==> config.mk <==
export PLATFORM = sky130hd
export DESIGN_NAME = calendar_date_adder_unit_flat
export DESIGN_NICKNAME = d
export VERILOG_FILES = /design/src/cda_pkg.sv /design/src/cda_req_if.sv /design/src/cda_rsp_if.sv /design/src/calendar_date_adder_unit.sv /design/src/cda_ctrl.sv /design/src/cda_dpath.sv /design/src/flat_wrapper.sv
export SDC_FILE = /design/constraint.sdc
export NUM_CORES = 1
export LEC_CHECK = 0
export BUFFER_PORTS_ARGS = -buffer_cell sky130_fd_sc_hd__buf_4
export CORE_UTILIZATION = 46
export DETAILED_ROUTE_END_ITERATION = 8
export PLACE_DENSITY = 0.68
export SKIP_LAST_GASP = 1
export SYNTH_ARGS = -nofsm -noshare
export SYNTH_HDL_FRONTEND = slang
export SYNTH_SLANG_ARGS = --single-unit
==> constraint.sdc <==
create_clock -name clk -period 13.8 [get_ports clk]
set_input_delay 4.14 -clock clk [delete_from_list [all_inputs] [get_ports clk]]
set_output_delay 4.14 -clock clk [all_outputs]
set_load 0.02 [all_outputs]
==> src/cda_pkg.sv <==
// Shared types, constants and the month-length helper for the calendar date adder.
// Used by the channel interfaces, the controller, the datapath and the checker.
package cda_pkg;

	localparam int unsigned OPCODE_W = 3;
	localparam int unsigned AMOUNT_W = 12;
	localparam int unsigned DAY_W    = 5;
	localparam int unsigned MONTH_W  = 4;
	localparam int unsigned YEAR_W   = 15;

	localparam int unsigned AMOUNT_MAX_DEF = 4095;
	localparam int unsigned AMOUNT_FIELD_MAX = (1 << AMOUNT_W) - 1;

	localparam logic [YEAR_W-1:0]  YEAR_MAX      = '1;
	localparam logic [MONTH_W-1:0] MONTH_JAN     = 4'd1;
	localparam logic [MONTH_W-1:0] MONTH_FEB     = 4'd2;
	localparam logic [MONTH_W-1:0] MONTH_DEC     = 4'd12;
	localparam logic [DAY_W-1:0]   DAY_FIRST     = 5'd1;
	localparam logic [DAY_W-1:0]   DAY_DEC_LAST  = 5'd31;
	localparam logic [DAY_W-1:0]   DAYS_FEB_LEAP = 5'd29;

	localparam int unsigned DAYS_PER_WEEK   = 7;
	localparam int unsigned YEARS_PER_DECADE = 10;
	localparam int unsigned MONTHS_PER_YEAR = 12;

	// Reciprocal constants: floor(x / 100) for x below 2**15, floor(x / 12) below 2**13.
	localparam int unsigned DIV100_MUL = 5243;
	localparam int unsigned DIV100_SH  = 19;
	localparam int unsigned DIV12_MUL  = 2731;
	localparam int unsigned DIV12_SH   = 15;

	localparam logic [DAY_W-1:0] MONTH_DAYS [MONTHS_PER_YEAR] = '{
		5'd31, 5'd28, 5'd31, 5'd30, 5'd31, 5'd30,
		5'd31, 5'd31, 5'd30, 5'd31, 5'd30, 5'd31
	};

	typedef enum logic [OPCODE_W-1:0] {
		OP_DAYS    = 3'd0,
		OP_WEEKS   = 3'd1,
		OP_MONTHS  = 3'd2,
		OP_YEARS   = 3'd3,
		OP_DECADES = 3'd4
	} op_e;

	typedef enum logic [3:0] {
		ST_IDLE,
		ST_VWAIT1,
		ST_VWAIT2,
		ST_CHECK,
		ST_WALK,
		ST_YWAIT1,
		ST_YWAIT2,
		ST_MDIV,
		ST_MAPPLY,
		ST_YADD,
		ST_YSAT,
		ST_CWAIT1,
		ST_CWAIT2,
		ST_CLAMP,
		ST_DONE
	} state_e;

	typedef enum logic [3:0] {
		CMD_NONE,
		CMD_LOAD,
		CMD_BAD,
		CMD_WALK,
		CMD_MDIV,
		CMD_MAPPLY,
		CMD_YADD,
		CMD_YSAT,
		CMD_CLAMP,
		CMD_EMIT
	} dp_cmd_e;

	typedef struct packed {
		dp_cmd_e cmd;
	} dp_ctrl_t;

	typedef struct packed {
		logic                date_ok;
		logic [OPCODE_W-1:0] opcode;
		logic                walk_fits;
		logic                month_dec;
		logic                year_max;
		logic                out_free;
	} dp_stat_t;

	// Length of month m, or zero for a month number outside the year.
	function automatic logic [DAY_W-1:0] month_len(input logic [MONTH_W-1:0] m,
		input logic leap);
		logic [DAY_W-1:0] len;
		if (m < MONTH_JAN || m > MONTH_DEC) begin
			len = '0;
		end else if (m == MONTH_FEB && leap) begin
			len = DAYS_FEB_LEAP;
		end else begin
			len = MONTH_DAYS[m - MONTH_JAN];
		end
		return len;
	endfunction

endpackage

==> src/cda_req_if.sv <==
// Request channel of the calendar date adder: valid, ready and the start date.
// Depends on cda_pkg for the field widths.
interface cda_req_if;
	logic                         valid;
	logic                         ready;
	logic [cda_pkg::OPCODE_W-1:0] opcode;
	logic [cda_pkg::AMOUNT_W-1:0] amount;
	logic [cda_pkg::DAY_W-1:0]    start_day;
	logic [cda_pkg::MONTH_W-1:0]  start_month;
	logic [cda_pkg::YEAR_W-1:0]   start_year;

	modport source (output valid, opcode, amount, start_day, start_month, start_year,
		input ready);
	modport sink (input valid, opcode, amount, start_day, start_month, start_year,
		output ready);
endinterface

==> src/cda_rsp_if.sv <==
// Response channel of the calendar date adder: valid, ready, the end date and flags.
// Depends on cda_pkg for the field widths.
interface cda_rsp_if;
	logic                        valid;
	logic                        ready;
	logic [cda_pkg::DAY_W-1:0]   end_day;
	logic [cda_pkg::MONTH_W-1:0] end_month;
	logic [cda_pkg::YEAR_W-1:0]  end_year;
	logic                        year_overflow;
	logic                        bad_date;

	modport source (output valid, end_day, end_month, end_year, year_overflow, bad_date,
		input ready);
	modport sink (input valid, end_day, end_month, end_year, year_overflow, bad_date,
		output ready);
endinterface

==> src/calendar_date_adder_unit.sv <==
// Top level of the calendar date adder: controller, datapath and channel ports.
// Depends on cda_pkg, cda_req_if, cda_rsp_if, cda_ctrl and cda_dpath.
//
// Channel  Modport  Carries
// req      sink     opcode, amount, start_day, start_month, start_year
// rsp      source   end_day, end_month, end_year, year_overflow, bad_date
//
// After the accepting edge a request waits in VWAIT1 and VWAIT2 for the date check. Day
// and week steps then walk month by month, waiting in YWAIT1 and YWAIT2 per year crossed;
// month steps run MDIV and MAPPLY, year and decade steps YADD, then both YSAT, CWAIT1,
// CWAIT2 and CLAMP. DONE loads the output register when free. The walk sets the worst case.
// Reset clears the controller and the output valid; no memory needs clearing.
// A finished result waits in the output register while the next request is taken.
module calendar_date_adder_unit #(
	parameter int unsigned AMOUNT_MAX = cda_pkg::AMOUNT_MAX_DEF
) (
	input logic       clk,
	input logic       arst_n,
	cda_req_if.sink   req,
	cda_rsp_if.source rsp
);

	cda_pkg::dp_ctrl_t ctrl;
	cda_pkg::dp_stat_t stat;

	cda_ctrl u_ctrl (
		.clk      (clk),
		.arst_n   (arst_n),
		.in_valid (req.valid),
		.in_ready (req.ready),
		.stat     (stat),
		.ctrl     (ctrl)
	);

	cda_dpath #(
		.AMOUNT_MAX (AMOUNT_MAX)
	) u_dpath (
		.clk           (clk),
		.arst_n        (arst_n),
		.ctrl          (ctrl),
		.stat          (stat),
		.opcode        (req.opcode),
		.amount        (req.amount),
		.start_day     (req.start_day),
		.start_month   (req.start_month),
		.start_year    (req.start_year),
		.out_valid     (rsp.valid),
		.out_ready     (rsp.ready),
		.end_day       (rsp.end_day),
		.end_month     (rsp.end_month),
		.end_year      (rsp.end_year),
		.year_overflow (rsp.year_overflow),
		.bad_date      (rsp.bad_date)
	);

endmodule

==> src/cda_ctrl.sv <==
// Sequencing state machine of the calendar date adder.
// Depends on cda_pkg; drives datapath commands from datapath status.
module cda_ctrl (
	input  logic              clk,
	input  logic              arst_n,
	input  logic              in_valid,
	output logic              in_ready,
	input  cda_pkg::dp_stat_t stat,
	output cda_pkg::dp_ctrl_t ctrl
);

	cda_pkg::state_e state_q;
	cda_pkg::state_e state_d;

	always_ff @(posedge clk or negedge arst_n) begin
		if (!arst_n) begin
			state_q <= cda_pkg::ST_IDLE;
		end else begin
			state_q <= state_d;
		end
	end

	always_comb begin
		state_d  = state_q;
		ctrl.cmd = cda_pkg::CMD_NONE;
		in_ready = 1'b0;
		case (state_q)
			cda_pkg::ST_IDLE: begin
				in_ready = 1'b1;
				if (in_valid) begin
					ctrl.cmd = cda_pkg::CMD_LOAD;
					state_d  = cda_pkg::ST_VWAIT1;
				end
			end
			cda_pkg::ST_VWAIT1: state_d = cda_pkg::ST_VWAIT2;
			cda_pkg::ST_VWAIT2: state_d = cda_pkg::ST_CHECK;
			cda_pkg::ST_CHECK: begin
				if (!stat.date_ok) begin
					ctrl.cmd = cda_pkg::CMD_BAD;
					state_d  = cda_pkg::ST_DONE;
				end else begin
					case (stat.opcode)
						cda_pkg::OP_DAYS, cda_pkg::OP_WEEKS: state_d = cda_pkg::ST_WALK;
						cda_pkg::OP_MONTHS: state_d = cda_pkg::ST_MDIV;
						cda_pkg::OP_YEARS, cda_pkg::OP_DECADES: state_d = cda_pkg::ST_YADD;
						default: state_d = cda_pkg::ST_DONE;
					endcase
				end
			end
			cda_pkg::ST_WALK: begin
				ctrl.cmd = cda_pkg::CMD_WALK;
				if (stat.walk_fits || (stat.month_dec && stat.year_max)) begin
					state_d = cda_pkg::ST_DONE;
				end else if (stat.month_dec) begin
					state_d = cda_pkg::ST_YWAIT1;
				end
			end
			cda_pkg::ST_YWAIT1: state_d = cda_pkg::ST_YWAIT2;
			cda_pkg::ST_YWAIT2: state_d = cda_pkg::ST_WALK;
			cda_pkg::ST_MDIV: begin
				ctrl.cmd = cda_pkg::CMD_MDIV;
				state_d  = cda_pkg::ST_MAPPLY;
			end
			cda_pkg::ST_MAPPLY: begin
				ctrl.cmd = cda_pkg::CMD_MAPPLY;
				state_d  = cda_pkg::ST_YSAT;
			end
			cda_pkg::ST_YADD: begin
				ctrl.cmd = cda_pkg::CMD_YADD;
				state_d  = cda_pkg::ST_YSAT;
			end
			cda_pkg::ST_YSAT: begin
				ctrl.cmd = cda_pkg::CMD_YSAT;
				state_d  = cda_pkg::ST_CWAIT1;
			end
			cda_pkg::ST_CWAIT1: state_d = cda_pkg::ST_CWAIT2;
			cda_pkg::ST_CWAIT2: state_d = cda_pkg::ST_CLAMP;
			cda_pkg::ST_CLAMP: begin
				ctrl.cmd = cda_pkg::CMD_CLAMP;
				state_d  = cda_pkg::ST_DONE;
			end
			cda_pkg::ST_DONE: begin
				if (stat.out_free) begin
					ctrl.cmd = cda_pkg::CMD_EMIT;
					state_d  = cda_pkg::ST_IDLE;
				end
			end
			default: state_d = cda_pkg::ST_IDLE;
		endcase
	end

endmodule

==> src/cda_dpath.sv <==
// Datapath of the calendar date adder: date registers, leap-year pipeline,
// month divider, year adder and the output register. Depends on cda_pkg.
module cda_dpath #(
	parameter int unsigned AMOUNT_MAX = cda_pkg::AMOUNT_MAX_DEF
) (
	input  logic                          clk,
	input  logic                          arst_n,
	input  cda_pkg::dp_ctrl_t             ctrl,
	output cda_pkg::dp_stat_t             stat,
	input  logic [cda_pkg::OPCODE_W-1:0]  opcode,
	input  logic [cda_pkg::AMOUNT_W-1:0]  amount,
	input  logic [cda_pkg::DAY_W-1:0]     start_day,
	input  logic [cda_pkg::MONTH_W-1:0]   start_month,
	input  logic [cda_pkg::YEAR_W-1:0]    start_year,
	output logic                          out_valid,
	input  logic                          out_ready,
	output logic [cda_pkg::DAY_W-1:0]     end_day,
	output logic [cda_pkg::MONTH_W-1:0]   end_month,
	output logic [cda_pkg::YEAR_W-1:0]    end_year,
	output logic                          year_overflow,
	output logic                          bad_date
);

	localparam int unsigned N_MAX = (AMOUNT_MAX < cda_pkg::AMOUNT_FIELD_MAX) ?
		AMOUNT_MAX : cda_pkg::AMOUNT_FIELD_MAX;
	localparam int unsigned REM_W = $clog2(N_MAX * cda_pkg::DAYS_PER_WEEK + 1);
	localparam int unsigned CMP_W = 16;
	localparam int unsigned YSUM_W = cda_pkg::YEAR_W + 2;
	localparam int unsigned Q100_W = 9;
	localparam int unsigned P100_W = cda_pkg::YEAR_W + 13;
	localparam int unsigned T_W = cda_pkg::AMOUNT_W + 1;
	localparam int unsigned Q12_W = 9;
	localparam int unsigned P12_W = T_W + 12;

	logic [cda_pkg::OPCODE_W-1:0] op_q;
	logic [cda_pkg::AMOUNT_W-1:0] n_q;
	logic [REM_W-1:0]             rem_q;
	logic [cda_pkg::DAY_W-1:0]    d_q;
	logic [cda_pkg::MONTH_W-1:0]  m_q;
	logic [cda_pkg::YEAR_W-1:0]   y_q;
	logic                         ovf_q;
	logic                         bad_q;
	logic [YSUM_W-1:0]            ysum_q;
	logic [Q12_W-1:0]             q12_q;

	logic [Q100_W-1:0] q100_s1;
	logic              leap_s2;

	logic                         out_valid_q;
	logic [cda_pkg::DAY_W-1:0]    end_day_q;
	logic [cda_pkg::MONTH_W-1:0]  end_month_q;
	logic [cda_pkg::YEAR_W-1:0]   end_year_q;
	logic                         ovf_out_q;
	logic                         bad_out_q;

	logic [cda_pkg::AMOUNT_W-1:0] n_sat;
	logic [cda_pkg::DAY_W-1:0]    mlen;
	logic [cda_pkg::DAY_W-1:0]    left;
	logic                         fits;
	logic [T_W-1:0]               t;
	logic [P100_W-1:0]            p100;
	logic [P12_W-1:0]             p12;
	logic [T_W-1:0]               mrem;

	assign n_sat = (32'(amount) > AMOUNT_MAX) ? cda_pkg::AMOUNT_W'(AMOUNT_MAX) : amount;
	assign mlen  = cda_pkg::month_len(m_q, leap_s2);
	assign left  = mlen - d_q;
	assign fits  = CMP_W'(rem_q) <= CMP_W'(left);
	assign t     = T_W'(m_q) - T_W'(cda_pkg::MONTH_JAN) + T_W'(n_q);
	assign p100  = P100_W'(y_q) * P100_W'(cda_pkg::DIV100_MUL);
	assign p12   = P12_W'(t) * P12_W'(cda_pkg::DIV12_MUL);
	assign mrem  = t - T_W'(q12_q) * T_W'(cda_pkg::MONTHS_PER_YEAR);

	assign stat.date_ok   = (d_q != '0) && (d_q <= mlen);
	assign stat.opcode    = op_q;
	assign stat.walk_fits = fits;
	assign stat.month_dec = (m_q == cda_pkg::MONTH_DEC);
	assign stat.year_max  = (y_q >= cda_pkg::YEAR_MAX);
	assign stat.out_free  = !out_valid_q || out_ready;

	// Leap flag follows y_q through the registers q100_s1 and leap_s2; the controller waits after each year change.
	always_ff @(posedge clk) begin
		q100_s1 <= p100[cda_pkg::DIV100_SH +: Q100_W];
		leap_s2 <= (y_q[1:0] == 2'b00) &&
			((CMP_W'(q100_s1) * CMP_W'(100) != CMP_W'(y_q)) || (q100_s1[1:0] == 2'b00));
	end

	always_ff @(posedge clk) begin
		case (ctrl.cmd)
			cda_pkg::CMD_LOAD: begin
				op_q  <= opcode;
				n_q   <= n_sat;
				rem_q <= (opcode == cda_pkg::OP_WEEKS) ?
					REM_W'(cda_pkg::YEAR_W'(n_sat) * cda_pkg::YEAR_W'(cda_pkg::DAYS_PER_WEEK)) :
					REM_W'(n_sat);
				d_q   <= start_day;
				m_q   <= start_month;
				y_q   <= start_year;
				ovf_q <= 1'b0;
				bad_q <= 1'b0;
			end
			cda_pkg::CMD_BAD: bad_q <= 1'b1;
			cda_pkg::CMD_WALK: begin
				if (fits) begin
					d_q   <= cda_pkg::DAY_W'(CMP_W'(d_q) + CMP_W'(rem_q));
					rem_q <= '0;
				end else begin
					rem_q <= REM_W'(CMP_W'(rem_q) - CMP_W'(left) - CMP_W'(1));
					d_q   <= cda_pkg::DAY_FIRST;
					if (m_q == cda_pkg::MONTH_DEC) begin
						if (y_q >= cda_pkg::YEAR_MAX) begin
							d_q   <= cda_pkg::DAY_DEC_LAST;
							y_q   <= cda_pkg::YEAR_MAX;
							ovf_q <= 1'b1;
						end else begin
							m_q <= cda_pkg::MONTH_JAN;
							y_q <= y_q + 1'b1;
						end
					end else begin
						m_q <= m_q + 1'b1;
					end
				end
			end
			cda_pkg::CMD_MDIV: q12_q <= p12[cda_pkg::DIV12_SH +: Q12_W];
			cda_pkg::CMD_MAPPLY: begin
				m_q    <= cda_pkg::MONTH_W'(mrem) + cda_pkg::MONTH_JAN;
				ysum_q <= YSUM_W'(y_q) + YSUM_W'(q12_q);
			end
			cda_pkg::CMD_YADD: begin
				if (op_q == cda_pkg::OP_YEARS) begin
					ysum_q <= YSUM_W'(y_q) + YSUM_W'(n_q);
				end else begin
					ysum_q <= YSUM_W'(y_q) +
						YSUM_W'(n_q) * YSUM_W'(cda_pkg::YEARS_PER_DECADE);
				end
			end
			cda_pkg::CMD_YSAT: begin
				if (ysum_q > YSUM_W'(cda_pkg::YEAR_MAX)) begin
					y_q   <= cda_pkg::YEAR_MAX;
					ovf_q <= 1'b1;
				end else begin
					y_q <= cda_pkg::YEAR_W'(ysum_q);
				end
			end
			cda_pkg::CMD_CLAMP: begin
				if (d_q > mlen) begin
					d_q <= mlen;
				end
			end
			default: begin
			end
		endcase
	end

	always_ff @(posedge clk) begin
		if (ctrl.cmd == cda_pkg::CMD_EMIT) begin
			end_day_q   <= d_q;
			end_month_q <= m_q;
			end_year_q  <= y_q;
			ovf_out_q   <= ovf_q;
			bad_out_q   <= bad_q;
		end
	end

	always_ff @(posedge clk or negedge arst_n) begin
		if (!arst_n) begin
			out_valid_q <= 1'b0;
		end else if (ctrl.cmd == cda_pkg::CMD_EMIT) begin
			out_valid_q <= 1'b1;
		end else if (out_ready) begin
			out_valid_q <= 1'b0;
		end
	end

	assign out_valid     = out_valid_q;
	assign end_day       = end_day_q;
	assign end_month     = end_month_q;
	assign end_year      = end_year_q;
	assign year_overflow = ovf_out_q;
	assign bad_date      = bad_out_q;

endmodule

==> src/flat_wrapper.sv <==
// flat-port wrapper written by rule: the top's interface ports become plain ports
module calendar_date_adder_unit_flat 
#(
	parameter int unsigned AMOUNT_MAX = cda_pkg::AMOUNT_MAX_DEF
)
  (clk, arst_n, req_valid, req_opcode, req_amount, req_start_day, req_start_month, req_start_year, req_ready, rsp_valid, rsp_end_day, rsp_end_month, rsp_end_year, rsp_year_overflow, rsp_bad_date, rsp_ready);
  cda_req_if req_i ();
  cda_rsp_if rsp_i ();
  input logic clk;
  input logic arst_n;
  input wire logic [$bits(req_i.valid)-1:0] req_valid;
  input wire logic [$bits(req_i.opcode)-1:0] req_opcode;
  input wire logic [$bits(req_i.amount)-1:0] req_amount;
  input wire logic [$bits(req_i.start_day)-1:0] req_start_day;
  input wire logic [$bits(req_i.start_month)-1:0] req_start_month;
  input wire logic [$bits(req_i.start_year)-1:0] req_start_year;
  output wire logic [$bits(req_i.ready)-1:0] req_ready;
  output wire logic [$bits(rsp_i.valid)-1:0] rsp_valid;
  output wire logic [$bits(rsp_i.end_day)-1:0] rsp_end_day;
  output wire logic [$bits(rsp_i.end_month)-1:0] rsp_end_month;
  output wire logic [$bits(rsp_i.end_year)-1:0] rsp_end_year;
  output wire logic [$bits(rsp_i.year_overflow)-1:0] rsp_year_overflow;
  output wire logic [$bits(rsp_i.bad_date)-1:0] rsp_bad_date;
  input wire logic [$bits(rsp_i.ready)-1:0] rsp_ready;
  assign req_i.valid = req_valid;
  assign req_i.opcode = req_opcode;
  assign req_i.amount = req_amount;
  assign req_i.start_day = req_start_day;
  assign req_i.start_month = req_start_month;
  assign req_i.start_year = req_start_year;
  assign req_ready = req_i.ready;
  assign rsp_valid = rsp_i.valid;
  assign rsp_end_day = rsp_i.end_day;
  assign rsp_end_month = rsp_i.end_month;
  assign rsp_end_year = rsp_i.end_year;
  assign rsp_year_overflow = rsp_i.year_overflow;
  assign rsp_bad_date = rsp_i.bad_date;
  assign rsp_i.ready = rsp_ready;
  calendar_date_adder_unit #(.AMOUNT_MAX(AMOUNT_MAX)) u_core (.clk(clk), .arst_n(arst_n), .req(req_i), .rsp(rsp_i));
endmodule
[Yosys cells after proc, flatten, opt, wreduce, memory -nomap -nowiden]
Memory sizes are Yosys's and may differ from the RTL's.
Index checks and enable logic that the tools add are counted.
Storage, ports and cells
  bits in registers: 123
  bits in read-only memories: 80
  bits of input ports: 43
  output and inout bits: 28
  logic and storage cells: 161
  memories kept: 1
Memory list
  (name not given): words 16, bits a word 5, rd ports 1, clocked after memory_dff 0, wr ports 0, line cda_pkg.sv:98  | len = MONTH_DAYS[m - MONTH_JAN];
Cells by class
  $add $sub $neg: 14
  multipliers: 6
  order comparisons: 8
  equal/unequal tests: 40
  muxes and demuxes: 43
  bitwise operators: 1
  reduce and logical (&&, ||, !) cells: 29
Operators by type and width (number)
  $mux W15: 6
  $pmux W4 S14: 1
  $pmux W15 S3: 1
  $eq A4 B4 Y1 const B: 10
  $mux W5: 8
  $mux W4: 9
  $pmux W4 S9: 1
  $pmux W17 S2: 1
  $eq A4 B3 Y1 const B: 8
  $mul A12 B3 Y15 const B: 2
  $pmux W15 S2: 1
  $mul A15 B13 Y28 const B: 1
  $mul A13 B12 Y24 const B: 1
  $pmux W4 S3: 2
  $eq A4 B2 Y1 const B: 5
  $add A15 B16 Y17: 1
  $gt A17 B15 Y1 const B: 1
  $mux W17: 1
  $add A15 B12 Y16: 1
  $add A15 B9 Y16: 1
  $ne A16 B15 Y1: 1
  $add A15 B1 Y15 const B: 1
  $ge A15 B15 Y1 const B: 1
  $le A15 B5 Y1: 1
  other kinds (42): 75

[Depth between registers and ports, before layout]
  depth in word-level cells: 14
  depth in mapped cells: 30
  mapped depth without buffers: 30

[Modules after synthesis]
A second synthesis with hierarchy kept.
Unflattened totals
  cells, all modules: 1715
  area total of the unflattened synthesis: 16693.5 um2
By module, submodules not included
  cda_dpath: instances 1, cells an instance 1658, area each 16243.1 um2, seq. area each 3468.3 um2
  cda_ctrl: instances 1, cells an instance 57, area each 450.4 um2, seq. area each 100.1 um2

[Least setup slack after synthesis]
OpenSTA, ideal clock, no wires.
  path kind: input to register
  start point: input port req_amount[0]
  end point: register u_core.u_dpath.rem_q[12], data pin
  library setup time: 0.259 ns
  arrival: 6.385 ns
  data required time: 13.541 ns
  setup slack: 7.156 ns
  stages: 12
  path buffers: 0
  path through: fa_1 ha_1 inv_1 fa_1 nor2b_1 o21ai_0 a21oi_1 o21ai_0 a211oi_1 o311a_1 a21oi_1 o2bb2ai_1
Between the ends
  word-level cells in the longest chain between the ends: 3
Ends and longest elaborated chain
  start: declaration: line flat_wrapper.sv:13  | input wire logic [$bits(req_i.amount)-1:0] req_amount;
  $mul A12 B3 Y15: line cda_dpath.sv:94  | REM_W'(cda_pkg::YEAR_W'(n_sat) * cda_pkg::YEAR_W'(cda_pkg::DAYS_PER_WEEK)) :
  $mux W15: line cda_dpath.sv:93  | rem_q <= (opcode == cda_pkg::OP_WEEKS) ?
  $pmux W15 S2: line cda_dpath.sv:89  | case (ctrl.cmd)
  end signal: assignment: line cda_dpath.sv:93
  end signal: assignment: line cda_dpath.sv:108  | rem_q <= REM_W'(CMP_W'(rem_q) - CMP_W'(left) - CMP_W'(1));
  end: declaration: line cda_dpath.sv:37  | logic [REM_W-1:0] rem_q;
Every way passes these cells.
A chain may end at the register's enable or synchronous reset.

[Final worst setup path]
  start point: register u_core.u_dpath.m_q[0] (netlist name)
  end point: register u_core.u_dpath.q12_q[8], data pin
Between the ends
  word-level cells in the longest chain between the ends: 3
Ends and longest elaborated chain
  start: declaration: line cda_dpath.sv:39  | logic [cda_pkg::MONTH_W-1:0] m_q;
  start signal: assignment: line cda_dpath.sv:97  | m_q <= start_month;
  start signal: assignment: line cda_dpath.sv:116  | m_q <= cda_pkg::MONTH_JAN;
  start signal: assignment: line cda_dpath.sv:120  | m_q <= m_q + 1'b1;
  $sub A4 B1 Y5: line cda_dpath.sv:69  | assign t = T_W'(m_q) - T_W'(cda_pkg::MONTH_JAN) + T_W'(n_q);
  $add A13 B12 Y13: line cda_dpath.sv:69
  $mul A13 B12 Y24: line cda_dpath.sv:71  | assign p12 = P12_W'(t) * P12_W'(cda_pkg::DIV12_MUL);
  via u_core.u_dpath.p12[23]: line cda_dpath.sv:62  | logic [P12_W-1:0] p12;
  end signal: assignment: line cda_dpath.sv:124  | cda_pkg::CMD_MDIV: q12_q <= p12[cda_pkg::DIV12_SH +: Q12_W];
  end: declaration: line cda_dpath.sv:44  | logic [Q12_W-1:0] q12_q;
The timed path passes the listed nets, and every way through them passes these cells.

==> summary.txt <==
Slew margin rel. -> 27.4%
Post-synthesis cell type count -> 71
Detail Route Antenna Nets -> 0
Post-synth top area share -> 24.9%
Final Cycle Share -> 53.2%
Number of global-route vias before repair -> 12566
Clk sinks -> 123
First-pass GRT wire length -> 63.6 mm
Seq cells post-synth -> 123
Post-CTS Hold Buffers -> 0
Largest net degree at the start of global routing -> 36
Async S/R FF share, synth -> 4.07%
Std cell rows -> 69
Vias -> 12472
Longest Clk Path Bufs -> 2
CP Buf/Inv Count -> 6
Gr usage total -> 22.0%
Top FF cell, synth -> edfxtp_1
Seq/Total Area, Yosys -> 21.4%
Share of cells above drive strength 1 -> 7.46%
Synth top area cells -> ha_1 25%, edfxtp_1 19%, fa_1 16%
Post-synth EDFFs -> 108
CTS tree -> yes
DP HPWL -> 31.9 mm
WP data required -> 13980 ps
Setup crit end kind -> register
Slowest stage delay, CP -> 540 ps
Final setup fails -> 0
Maximum clock rate -> 136 MHz
Top cell by count, worst path -> inv_1
Final Max Tran Viols -> 0
Mapped Nets -> 2234
Worst-margin pin slew -> 1080 ps
RSZ-0062 raised after global routing -> no
Synthesized area per cell -> 9.65 sq um
Final #Nets -> 2306
Final Hold Fails -> 0
Slowest-stage cell, CP -> fa_1
Full die area -> 36900 sq um
Setup Fix Bufs, Post-CTS -> 0
Core Area -> 35600 sq um
Worst Path Max Fanout -> 8
Root Driver -> clkbuf_16
Worst EP arrival -> 7520 ps
Number of inserted diodes -> 0
Drt drc -> 0
Worst-path clk slew -> 60 ps
Min Tclk post-route -> 7340 ps
Gate count after technology mapping -> 1725
Clk_skew -> 9.54 ps
Chip Height -> 192 microns
Initial antenna violation count -> 0
Num ports -> 71
MaxCap Viol Count -> 0
H-tree level count -> 4
Skew-Pair Late Insertion Delay -> 430 ps
CP delay by family, top -> adder cells
Setup TNS Final -> 0 ps
Yosys Warn Count -> 0
Run status -> finished, final reports clean
Filler cell count -> 3252
Initial DRC Count -> 743
Critical path type -> reg -> reg
Cts bufs inserted -> 17
# port buffers -> 70
Drt via density -> 5.49
Synthesized area -> 16600 sq um
Routed wire length -> 38.6 mm
Synth area leader -> ha_1
Post-cts repair resize count -> 0
Overflow left after global routing -> 0
Final GP Congestion -> 0.907
Die X -> 192 microns
Initial Utilization -> 46.8%
Worst min-delay path class -> reg -> reg
Pre-antenna DRT Iters -> 6
Syn-to-layout area delta -> 10.4%
Startpoint types -> register
Wire length per cell -> 17.0 microns
[path summary, 6_finish.rpt]
kind	from	endpoint	slack, ps	cells past startpoint
max	u_core.u_dpath.m_q[0]$_DFFE_PP_	u_core.u_dpath.q12_q[8]$_DFFE_PN_	6460	30
min	u_core.u_dpath.bad_q$_DFFE_PP_	u_core.u_dpath.bad_date$_DFFE_PP_	420	0
max reg2reg	u_core.u_dpath.m_q[0]$_DFFE_PP_	u_core.u_dpath.q12_q[8]$_DFFE_PN_	6460	30
min reg2reg	u_core.u_dpath.bad_q$_DFFE_PP_	u_core.u_dpath.bad_date$_DFFE_PP_	420	0
max in group asynchronous	arst_n	u_core.u_ctrl.state_q[1]$_DFFE_PN0P_	10200	1
min in group asynchronous	arst_n	u_core.u_ctrl.state_q[2]$_DFFE_PN0P_	3500	1
[layout by cell type (no fill, tap or decap), types with 13 or more instances in the layout]
cell type / synthesis / final
buf_4: 0 / 80
ha_1: 331 / 331
nand2b_1: 14 / 14
and3_1: 13 / 13
a21o_1: 29 / 29
o21a_1: 13 / 13
nor2_1: 82 / 82
nor2b_1: 20 / 19
o21ai_0: 95 / 95
clkbuf_16: 0 / 17
nor3_1: 39 / 37
fa_1: 135 / 135
edfxtp_1: 108 / 108
a211oi_1: 13 / 13
inv_1: 283 / 283
nand2_1: 89 / 89
xnor2_1: 99 / 99
nand3_1: 47 / 47
a21oi_1: 74 / 74
xor2_1: 30 / 30
[per-layer routing]
layer,up-vias,part of all wire [%],track usage [%]
met2,256,49,37.7
li1,6118,-,-
met1,6064,46,29.9
met5,-,0,0
met3,34,3.6,2.59
met4,0,1.3,4.33
[cells in the mapped netlist, types with 6 or more instances]
cell type,instances
a211oi_1,13
a21o_1,29
a21oi_1,74
a31oi_1,9
and2_1,6
and3_1,13
clkbuf_1,25
dfxtp_1,10
edfxtp_1,108
fa_1,135
ha_1,331
inv_1,283
mux2i_1,7
nand2_1,89
nand2b_1,14
nand3_1,47
nand4_1,9
nor2_1,82
nor2b_1,20
nor3_1,39
o211ai_1,12
o21a_1,13
o21ai_0,95
o21ai_1,8
o22ai_1,9
o31ai_1,8
or2_2,9
or3_1,12
xnor2_1,99
xor2_1,30
[cell families after synthesis]
family	after synthesis	share of synthesized area (%)
multiplexers	7	0.421
XOR/XNOR	129	6.79
flip-flops	123	21.4
buffers and inverters	310	7.01
adder cells (fa/ha/maj)	466	41.1
AO/OA/AOI/OAI	327	12.5
AND/OR/NAND/NOR	363	10.7
[stage by stage]
step	instance area, sq um	util [%]	hold WS, ps	setup slack (ps)	instances
floorplan	16600	-	400	7160	1725
global placement	17700	49.8	404	6660	2239
detailed placement	17700	49.8	408	6500	2239
CTS	18400	51.6	423	6430	2271
global route	18400	51.6	428	5900	2271
finish	18400	51.6	420	6460	2271
[sequential cells by signal (all words and copies together) (netlist names)]
| name | flops |
|---|---|
| u_core.u_dpath.rem_q | 15 |
| u_core.u_dpath.n_q | 12 |
| u_core.u_dpath.end_year | 15 |
| u_core.u_dpath.q12_q | 9 |
| u_core.u_dpath.ovf_q | 1 |
| u_core.u_dpath.ysum_q | 17 |
| u_core.u_dpath.end_month | 4 |
| u_core.u_dpath.out_valid | 1 |
| u_core.u_dpath.d_q | 5 |
| u_core.u_dpath.end_day | 5 |
| u_core.u_ctrl.state_q | 4 |
| u_core.u_dpath.op_q | 3 |
| u_core.u_dpath.q100_s1 | 9 |
| u_core.u_dpath.bad_date | 1 |
| u_core.u_dpath.leap_s2 | 1 |
| u_core.u_dpath.year_overflow | 1 |
| u_core.u_dpath.y_q | 15 |
| u_core.u_dpath.m_q | 4 |
| u_core.u_dpath.bad_q | 1 |
[layout make-up]
cell class	instances	area, sq um	area share, %
timing repair buffer	80	601	3.27
tap	461	577	3.14
clock buffer	17	425	2.32
clock inverter	15	211	1.15
multi-input combinational	1292	11900	64.9
sequential	123	3570	19.4
inverter	283	1060	5.79
[worst reg2reg max path, delay by kind of cell (launching register included)]
kind | cells | cell delay [ps]
AND/OR/NAND/NOR | 6 | 690
XOR/XNOR | 3 | 800
adder cells (fa/ha/maj) | 8 | 3130
buffers and inverters | 6 | 470
flip-flops | 1 | 470
AO/OA/AOI/OAI | 7 | 1520
Power is not shown: default switching activity piles up to over one toggle a cycle in this logic, so the estimate is an artifact.
